[config.mk]
export PLATFORM = sky130hd
export DESIGN_NAME = printf_spec_parser
export DESIGN_NICKNAME = d
export VERILOG_FILES = /design/src/sv/psp_pkg.sv /design/src/sv/psp_step.sv /design/src/sv/printf_spec_parser.sv
export SDC_FILE = /design/constraint.sdc
export NUM_CORES = 1
export LEC_CHECK = 0
export BUFFER_PORTS_ARGS = -buffer_cell sky130_fd_sc_hd__buf_2
export CORE_MARGIN = 3
export CORE_UTILIZATION = 59
export CTS_CLUSTER_DIAMETER = 30
export DETAILED_ROUTE_END_ITERATION = 16
export GPL_TIMING_DRIVEN = 0
export MAX_ROUTING_LAYER = met4
export PLACE_DENSITY = 0.8
export SYNTH_ARGS = -nofsm -noshare
export SYNTH_HDL_FRONTEND = slang
export SYNTH_SLANG_ARGS = --single-unit
[constraint.sdc]
create_clock -name clk -period 4.9 [get_ports clk]
set_input_delay 0.49 -clock clk [delete_from_list [all_inputs] [get_ports clk]]
set_output_delay 0.49 -clock clk [all_outputs]
set_load 0.005 [all_outputs]
[src/sv/psp_pkg.sv]
// Package for the printf conversion spec parser: payload structs, control
// state struct, character constants and default parameter values.
// No dependencies.
package psp_pkg;

    localparam int NUM_BITS_DEF = 16;
    localparam int LEN_BITS_DEF = 8;

    localparam logic [7:0] CH_MINUS = 8'h2D;
    localparam logic [7:0] CH_ZERO  = 8'h30;
    localparam logic [7:0] CH_NINE  = 8'h39;
    localparam logic [7:0] CH_DOT   = 8'h2E;
    localparam logic [7:0] CH_HASH  = 8'h23;
    localparam logic [7:0] CH_SPACE = 8'h20;
    localparam logic [7:0] CH_PLUS  = 8'h2B;
    localparam logic [7:0] CH_UC_A  = 8'h41;
    localparam logic [7:0] CH_UC_Z  = 8'h5A;
    localparam logic [7:0] CH_LC_A  = 8'h61;
    localparam logic [7:0] CH_LC_Z  = 8'h7A;

    // Bit positions inside the flag vector.
    localparam int FB_MINUS = 0;
    localparam int FB_ZERO  = 1;
    localparam int FB_HASH  = 2;
    localparam int FB_SPACE = 3;
    localparam int FB_PLUS  = 4;
    localparam int FB_DOT   = 5;

    typedef struct packed {
        logic [7:0] ch;
        logic       first;
    } in_t;

    typedef struct packed {
        logic        flag_minus;
        logic        flag_zero;
        logic        flag_hash;
        logic        flag_space;
        logic        flag_plus;
        logic        has_dot;
        logic [15:0] width;
        logic [15:0] precision;
        logic [7:0]  conversion;
        logic        valid_res;
        logic [7:0]  consumed_length;
    } out_t;

    typedef struct packed {
        logic [5:0] flag_bits;
        logic       prev_was_digit;
        logic       width_closed;
        logic       bad_flag;
    } ctl_t;

endpackage

[src/sv/psp_step.sv]
// Combinational per-character update of the spec parser state and the
// result built when a conversion letter arrives. Depends on psp_pkg.
module psp_step #(
    parameter int NUM_BITS = psp_pkg::NUM_BITS_DEF,
    parameter int LEN_BITS = psp_pkg::LEN_BITS_DEF
) (
    input  psp_pkg::in_t          item,
    input  psp_pkg::ctl_t         ctl,
    input  logic [NUM_BITS-1:0]   width_acc,
    input  logic [NUM_BITS-1:0]   precision_acc,
    input  logic [LEN_BITS-1:0]   char_count,
    output psp_pkg::ctl_t         ctl_next,
    output logic [NUM_BITS-1:0]   width_next,
    output logic [NUM_BITS-1:0]   precision_next,
    output logic [LEN_BITS-1:0]   count_next,
    output logic                  emit,
    output psp_pkg::out_t         result
);

    localparam logic [NUM_BITS-1:0] NUM_MAX = '1;
    localparam logic [LEN_BITS-1:0] LEN_MAX = '1;

    psp_pkg::ctl_t         ctl_eff;
    logic [NUM_BITS-1:0]   width_eff;
    logic [NUM_BITS-1:0]   prec_eff;
    logic [LEN_BITS-1:0]   count_eff;
    logic                  is_alpha;
    logic                  is_digit;
    logic [3:0]            digit;
    logic [NUM_BITS-1:0]   digit_acc;
    logic [NUM_BITS+3:0]   acc_times10;
    logic [NUM_BITS-1:0]   acc_added;
    logic [LEN_BITS:0]     len_sum;
    logic [LEN_BITS-1:0]   len_sat;
    logic [NUM_BITS+15:0]  width_wide;
    logic [NUM_BITS+15:0]  prec_wide;
    logic [LEN_BITS+7:0]   len_wide;

    // The first character of a spec sees cleared state.
    assign ctl_eff   = item.first ? '0 : ctl;
    assign width_eff = item.first ? '0 : width_acc;
    assign prec_eff  = item.first ? '0 : precision_acc;
    assign count_eff = item.first ? '0 : char_count;

    assign is_alpha = ((item.ch >= psp_pkg::CH_UC_A) && (item.ch <= psp_pkg::CH_UC_Z))
                   || ((item.ch >= psp_pkg::CH_LC_A) && (item.ch <= psp_pkg::CH_LC_Z));
    assign is_digit = (item.ch >= psp_pkg::CH_ZERO) && (item.ch <= psp_pkg::CH_NINE);
    assign digit    = 4'(item.ch - psp_pkg::CH_ZERO);

    // One shared saturating multiply-by-ten-and-add for whichever
    // accumulator the digit goes to.
    assign digit_acc   = ctl_eff.flag_bits[psp_pkg::FB_DOT] ? prec_eff : width_eff;
    assign acc_times10 = ({4'b0, digit_acc} << 3) + ({4'b0, digit_acc} << 1)
                       + {{NUM_BITS{1'b0}}, digit};
    assign acc_added   = (acc_times10 > {4'b0, NUM_MAX}) ? NUM_MAX
                                                         : acc_times10[NUM_BITS-1:0];

    assign len_sum = {1'b0, count_eff} + (LEN_BITS+1)'(2);
    assign len_sat = len_sum[LEN_BITS] ? LEN_MAX : len_sum[LEN_BITS-1:0];

    assign width_wide = {16'b0, width_eff};
    assign prec_wide  = {16'b0, prec_eff};
    assign len_wide   = {8'b0, len_sat};

    assign emit = is_alpha;

    always_comb
    begin
        result.flag_minus      = ctl_eff.flag_bits[psp_pkg::FB_MINUS];
        result.flag_zero       = ctl_eff.flag_bits[psp_pkg::FB_ZERO];
        result.flag_hash       = ctl_eff.flag_bits[psp_pkg::FB_HASH];
        result.flag_space      = ctl_eff.flag_bits[psp_pkg::FB_SPACE];
        result.flag_plus       = ctl_eff.flag_bits[psp_pkg::FB_PLUS];
        result.has_dot         = ctl_eff.flag_bits[psp_pkg::FB_DOT];
        result.width           = width_wide[15:0];
        result.precision       = prec_wide[15:0];
        result.conversion      = item.ch;
        result.valid_res       = !ctl_eff.bad_flag;
        result.consumed_length = len_wide[7:0];
    end

    always_comb
    begin
        ctl_next       = ctl_eff;
        width_next     = width_eff;
        precision_next = prec_eff;
        count_next     = (count_eff != LEN_MAX) ? count_eff + 1'b1 : count_eff;
        if (is_alpha)
        begin
            // The letter ends the spec and everything returns to reset.
            ctl_next       = '0;
            width_next     = '0;
            precision_next = '0;
            count_next     = '0;
        end
        else if (is_digit)
        begin
            if (ctl_eff.flag_bits[psp_pkg::FB_DOT])
            begin
                precision_next = acc_added;
            end
            else if ((item.ch == psp_pkg::CH_ZERO) && !ctl_eff.prev_was_digit)
            begin
                ctl_next.flag_bits[psp_pkg::FB_ZERO] = 1'b1;
            end
            else if (!ctl_eff.width_closed)
            begin
                width_next = acc_added;
            end
            ctl_next.prev_was_digit = 1'b1;
        end
        else
        begin
            if (width_eff != '0)
            begin
                ctl_next.width_closed = 1'b1;
            end
            ctl_next.prev_was_digit = 1'b0;
            unique case (item.ch)
                psp_pkg::CH_MINUS: ctl_next.flag_bits[psp_pkg::FB_MINUS] = 1'b1;
                psp_pkg::CH_HASH:  ctl_next.flag_bits[psp_pkg::FB_HASH]  = 1'b1;
                psp_pkg::CH_SPACE: ctl_next.flag_bits[psp_pkg::FB_SPACE] = 1'b1;
                psp_pkg::CH_PLUS:  ctl_next.flag_bits[psp_pkg::FB_PLUS]  = 1'b1;
                psp_pkg::CH_DOT:
                begin
                    ctl_next.flag_bits[psp_pkg::FB_DOT] = 1'b1;
                    ctl_next.width_closed               = 1'b1;
                end
                default:           ctl_next.bad_flag = 1'b1;
            endcase
        end
    end

endmodule

[src/sv/printf_spec_parser.sv]
// Top level of the printf conversion spec parser: input register, parse
// state registers and result register around psp_step. Depends on psp_pkg.
//
// Usage: characters that follow a '%' are sent one per request on the input
// channel (in_valid/in_ready, payload in_data with ch and first). Set first
// on the character right after the '%'. Every request that carries an ASCII
// letter ends the spec and yields one result request on the output channel
// (out_valid/out_ready, payload out_data); all other characters yield none.
// Throughput is one character per cycle unless a letter waits for the busy
// result register, set by the combinational update of the parse state
// (one compare set plus a multiply by ten and add). A character is held in
// the input register and parsed from there; a letter's result is written to
// the output register as it is parsed and is then offered on out_valid.
// When the receiver stalls, the result waits in the output register;
// characters that produce no result keep being parsed, and the input holds
// off only while a letter waits for the busy result register.
// Reset clears the parse state and both stages' valid bits; the block is
// ready for a first character right after reset is released.
module printf_spec_parser #(
    parameter int NUM_BITS = psp_pkg::NUM_BITS_DEF,
    parameter int LEN_BITS = psp_pkg::LEN_BITS_DEF
) (
    input  logic          clk,
    input  logic          rst_n,
    input  logic          in_valid,
    output logic          in_ready,
    input  psp_pkg::in_t  in_data,
    output logic          out_valid,
    input  logic          out_ready,
    output psp_pkg::out_t out_data
);

    logic                 in_valid_reg;
    psp_pkg::in_t         in_data_reg;
    psp_pkg::ctl_t        ctl_reg;
    psp_pkg::ctl_t        ctl_next;
    logic [NUM_BITS-1:0]  width_reg;
    logic [NUM_BITS-1:0]  width_next;
    logic [NUM_BITS-1:0]  precision_reg;
    logic [NUM_BITS-1:0]  precision_next;
    logic [LEN_BITS-1:0]  count_reg;
    logic [LEN_BITS-1:0]  count_next;
    logic                 out_valid_reg;
    logic                 out_valid_next;
    psp_pkg::out_t        out_data_reg;
    logic                 emit;
    psp_pkg::out_t        result;
    logic                 proc_fire;

    psp_step #(
        .NUM_BITS (NUM_BITS),
        .LEN_BITS (LEN_BITS)
    ) u_step (
        .item           (in_data_reg),
        .ctl            (ctl_reg),
        .width_acc      (width_reg),
        .precision_acc  (precision_reg),
        .char_count     (count_reg),
        .ctl_next       (ctl_next),
        .width_next     (width_next),
        .precision_next (precision_next),
        .count_next     (count_next),
        .emit           (emit),
        .result         (result)
    );

    // A held character is parsed unless it is a letter and the result
    // register is occupied by a result nobody is taking.
    assign proc_fire = in_valid_reg && (!emit || !out_valid_reg || out_ready);
    assign in_ready  = !in_valid_reg || proc_fire;

    always_comb
    begin
        out_valid_next = out_valid_reg;
        if (proc_fire && emit)
        begin
            out_valid_next = 1'b1;
        end
        else if (out_ready)
        begin
            out_valid_next = 1'b0;
        end
    end

    always_ff @(posedge clk or negedge rst_n)
    begin
        if (!rst_n)
        begin
            in_valid_reg  <= 1'b0;
            out_valid_reg <= 1'b0;
            ctl_reg       <= '0;
            width_reg     <= '0;
            precision_reg <= '0;
            count_reg     <= '0;
        end
        else
        begin
            if (in_ready)
            begin
                in_valid_reg <= in_valid;
            end
            out_valid_reg <= out_valid_next;
            if (proc_fire)
            begin
                ctl_reg       <= ctl_next;
                width_reg     <= width_next;
                precision_reg <= precision_next;
                count_reg     <= count_next;
            end
        end
    end

    always_ff @(posedge clk)
    begin
        if (in_ready && in_valid)
        begin
            in_data_reg <= in_data;
        end
        if (proc_fire && emit)
        begin
            out_data_reg <= result;
        end
    end

    assign out_valid = out_valid_reg;
    assign out_data  = out_data_reg;

endmodule

==> flow_summary.ini <==
[run_status]
outcome = finished, final reports clean

[critical_path]
start_kind = flop
rr_endpoint = width_reg[5]$_DFFE_PN0P_
critical_path_class = reg2reg
crit_path_end_kind = flop
crit_family = compound AO/OA/AOI/OAI gates
crit_fanout = 10
reg2reg_slack_ps = 280
reg2reg_from = in_data_reg[0]$_DFFE_PP_
crit_required_ps = 5280
slowest_delay_ps = 490
critical_path.cell_chain = clkbuf_2 > clkbuf_2 > nor2b_1 > nand2_1 > o21ai_0 > inv_1 > fa_1 > inv_1 > fa_1 > a211oi_2 > o211ai_2 > nand4_1 > nand3_1 > a221o_1 > nor4b_4 > buf_4 > o21ai_0
cp_num_buf_inv = 5
reg2reg_depth = 17
cp.arrival_ps = 5000
timing.critical_path.depth = 17
critPathSlowestCell = fa_1

[hold_path]
hold-path-endpoint = in_data_reg[1]$_DFFE_PP_
min_path_type = in2reg
hold_start = in_data[1]
holdPathStages = 1

[cells_and_area]
diodes = 0
largest_register_ffs = 55
fillerInstances = 690
drive_gt1_frac = 0.217
area_delta_synth_final_pct = 18.9
fin_nets = 704

[sta]
skew_ps = 15.0
fmax_mhz = 216
final-hold-violation-count = 0
period_minus_slack_ps = 4620
worst_slew_pin_slew_ps = 1200
final.period_utilization = 0.943
setup_viol = 0
rsz0062_at_grt = false
relSlewSlack = 0.201
slew_viol_final = 0
worst_slack_ps = 278
fin_setup_tns_ps = 0

[global_routing]
grt_pass1_wl_mm = 25.1
grt_max_degree = 52
overflow = 0
grt_usage = 0.287
antenna_found_initial = 0
grt_pass1_vias = 4918

[placement]
gp_congestion = 0.893
io_buffer_count = 69
dp_slack_ps = -200
place_hpwl_mm = 10.7

[synthesis]
yosys_warnings = 0
synth_edf_count = 64
synth-async-reset-ratio = 0.443
synth_nets = 612
synth_cell_type_count = 64
synth-main-ff-cell = edfxtp_1
yosys_register_bits = 115
seq_area_frac_synth = 0.516
syn_avg_cell_area_um2 = 11.0
synth_area_mm2 = 0.00619
synthCells = 564

[die]
die_area_mm2 = 0.0118
ios = 70
floorplan.initialDensity = 0.619
dieHeight_um = 108
row_count = 36
core_area_mm2 = 0.0100
die_w_um = 108

[power]
vdd_drop_max_uv = 228
power_leakage_nw = 3.17
p_per_area_mw_per_mm2 = 330

[routing]
dr.pass1.iters = 5
vias_per_cell = 6.24
ant_nets = 0
routed_wl_mm = 15.3
wl_per_cell_um = 19.0
remaining_drc_errors = 0
drt_iter0_drc = 452
via_count = 5001

[cts]
clock_path_buffers = 2
clk_pin_slew_ps = 70
worst_skew_pair.late_latency_ps = 520
ctsRootBufferMaster = clkbuf_8
cts_made_buffers = 17
cts-htree-levels = 4
cts_tree = built
cts.sinks = 115

[run]
max_cap_viol_count = 0
-- synthesized netlist by cell type (3+ instances only) --
cell	number	area [um2]
xnor2_1	10	87.6
a22oi_1	21	158
nor4_1	6	37.5
nand2b_1	11	68.8
nand4_1	7	43.8
dfrtp_1	51	1280
buf_2	3	15.0
xor2_1	5	43.8
mux2i_1	3	30.0
nand2_1	46	173
a211oi_1	5	37.5
and2_1	4	25.0
edfxtp_1	64	1920
nand3_1	17	85.1
ha_1	33	413
clkbuf_1	15	56.3
inv_1	17	63.8
and3_1	6	37.5
nor3_1	3	15.0
a21o_1	6	45.0
nor2_1	30	113
a22o_1	4	35.0
a21oi_1	24	120
nor2b_1	42	263
mux2_2	12	135
o31ai_1	9	67.6
a32o_1	6	60.1
o211ai_1	13	97.6
o21ai_0	49	245
-- stage by stage --
step	util	total power, mW	instances	hold WS [ps]	instance area [um2]
after detailed placement	0.673	1.20	767	435	6730
after CTS	0.734	2.43	801	131	7340
final	0.736	2.43	802	136	7360
after global placement	0.671	1.19	766	433	6710
after global routing	0.736	2.49	802	125	7360
after floorplan	-	1.14	564	194	6190
-- cell usage in the layout, fill, tap and decap left out, drive strengths merged, types with 2 or more instances in the layout --
cell / n
buf: 81
edfxtp: 64
dfrtp: 51
o21ai: 51
nand2: 47
nor2b: 43
ha: 33
clkbuf: 32
nor2: 31
inv: 29
a21oi: 24
a22oi: 21
nand3: 17
o211ai: 14
mux2: 12
nand2b: 11
xnor2: 10
o31ai: 9
nand4: 7
nor4: 7
a21o: 6
and3: 6
a32o: 6
xor2: 5
and2: 5
a211oi: 5
a22o: 4
nor3: 3
mux2i: 3
o21bai: 2
a31oi: 2
a2bb2oi: 2
nor3b: 2
fa: 2
bufinv: 2
clkinv: 2
o41ai: 2
nor4b: 2
-- per-layer routing --
metal,share of wire,track usage
met5,0,-
met4,0.022,0.106
met2,0.47,0.447
met1,0.43,0.382
met3,0.079,0.0496
-- report_power, final --
group | total, mW | internal [mW] | switching, mW
Combinational | 0.126 | 0.0397 | 0.0862
Clock | 1.25 | 0.748 | 0.497
Sequential | 1.06 | 1.05 | 0.0113
Total | 2.43 | 1.83 | 0.595
-- timing repair --
action	4_1_cts	5_1_grt
pin swaps	2	0
gates resized for setup	1	6
cloned	0	0
buffers inserted	2	2
endpoints found under the setup margin	32	32
hold buffers	0	0
-- how the worst max path moves through the flow --
stage | end | start | slack [ps]
after floorplan | out_data[0]$_SDFFCE_PP1P_ | in_data_reg[3]$_DFFE_PP_ | 420
after global placement | out_data[41]$_DFFE_PP_ | in_data_reg[3]$_DFFE_PP_ | -700
after detailed placement | precision_reg[9]$_DFFE_PN0P_ | in_data_reg[0]$_DFFE_PP_ | -200
after CTS | precision_reg[6]$_DFFE_PN0P_ | in_data_reg[0]$_DFFE_PP_ | 20
after global routing | width_reg[12]$_DFFE_PN0P_ | in_data_reg[0]$_DFFE_PP_ | 60
final | width_reg[5]$_DFFE_PN0P_ | in_data_reg[0]$_DFFE_PP_ | 280
-- cells by family (layout without fill, tap and decap cells) --
| logic type | Yosys count | in the layout | share of synthesized area |
|---|---|---|---|
| XOR/XNOR | 15 | 15 | 0.0212 |
| flip-flops | 115 | 115 | 0.516 |
| multiplexers | 15 | 15 | 0.0267 |
| AND/OR/NAND/NOR | 187 | 187 | 0.164 |
| buffers and inverters | 41 | 146 | 0.0291 |
| adder cells (fa/ha/maj) | 35 | 35 | 0.0731 |
| AO/OA/AOI/OAI | 156 | 156 | 0.169 |
-- cell type report --
class	count	area, um2	area share
sequential	115	3200	0.434
clock buffer	17	414	0.0562
buffer	22	114	0.0155
inverter	18	67.6	0.00917
timing repair buffer	74	395	0.0537
multi-input combinational	408	2830	0.384
tap	133	166	0.0226
clock inverter	15	181	0.0246
-- worst register-to-register path: stages, from the launching register on --
cell      delay (ps)
edfxtp_1         450
clkbuf_2         260
clkbuf_2         290
nor2b_1          290
nand2_1           90
o21ai_0          160
inv_1            100
fa_1             490
inv_1             70
fa_1             490
a211oi_2         290
o211ai_2         160
nand4_1          150
nand3_1           90
a221o_1          390
nor4b_4          390
buf_4            230
o21ai_0          100
Power figures use the tool's default switching activity.
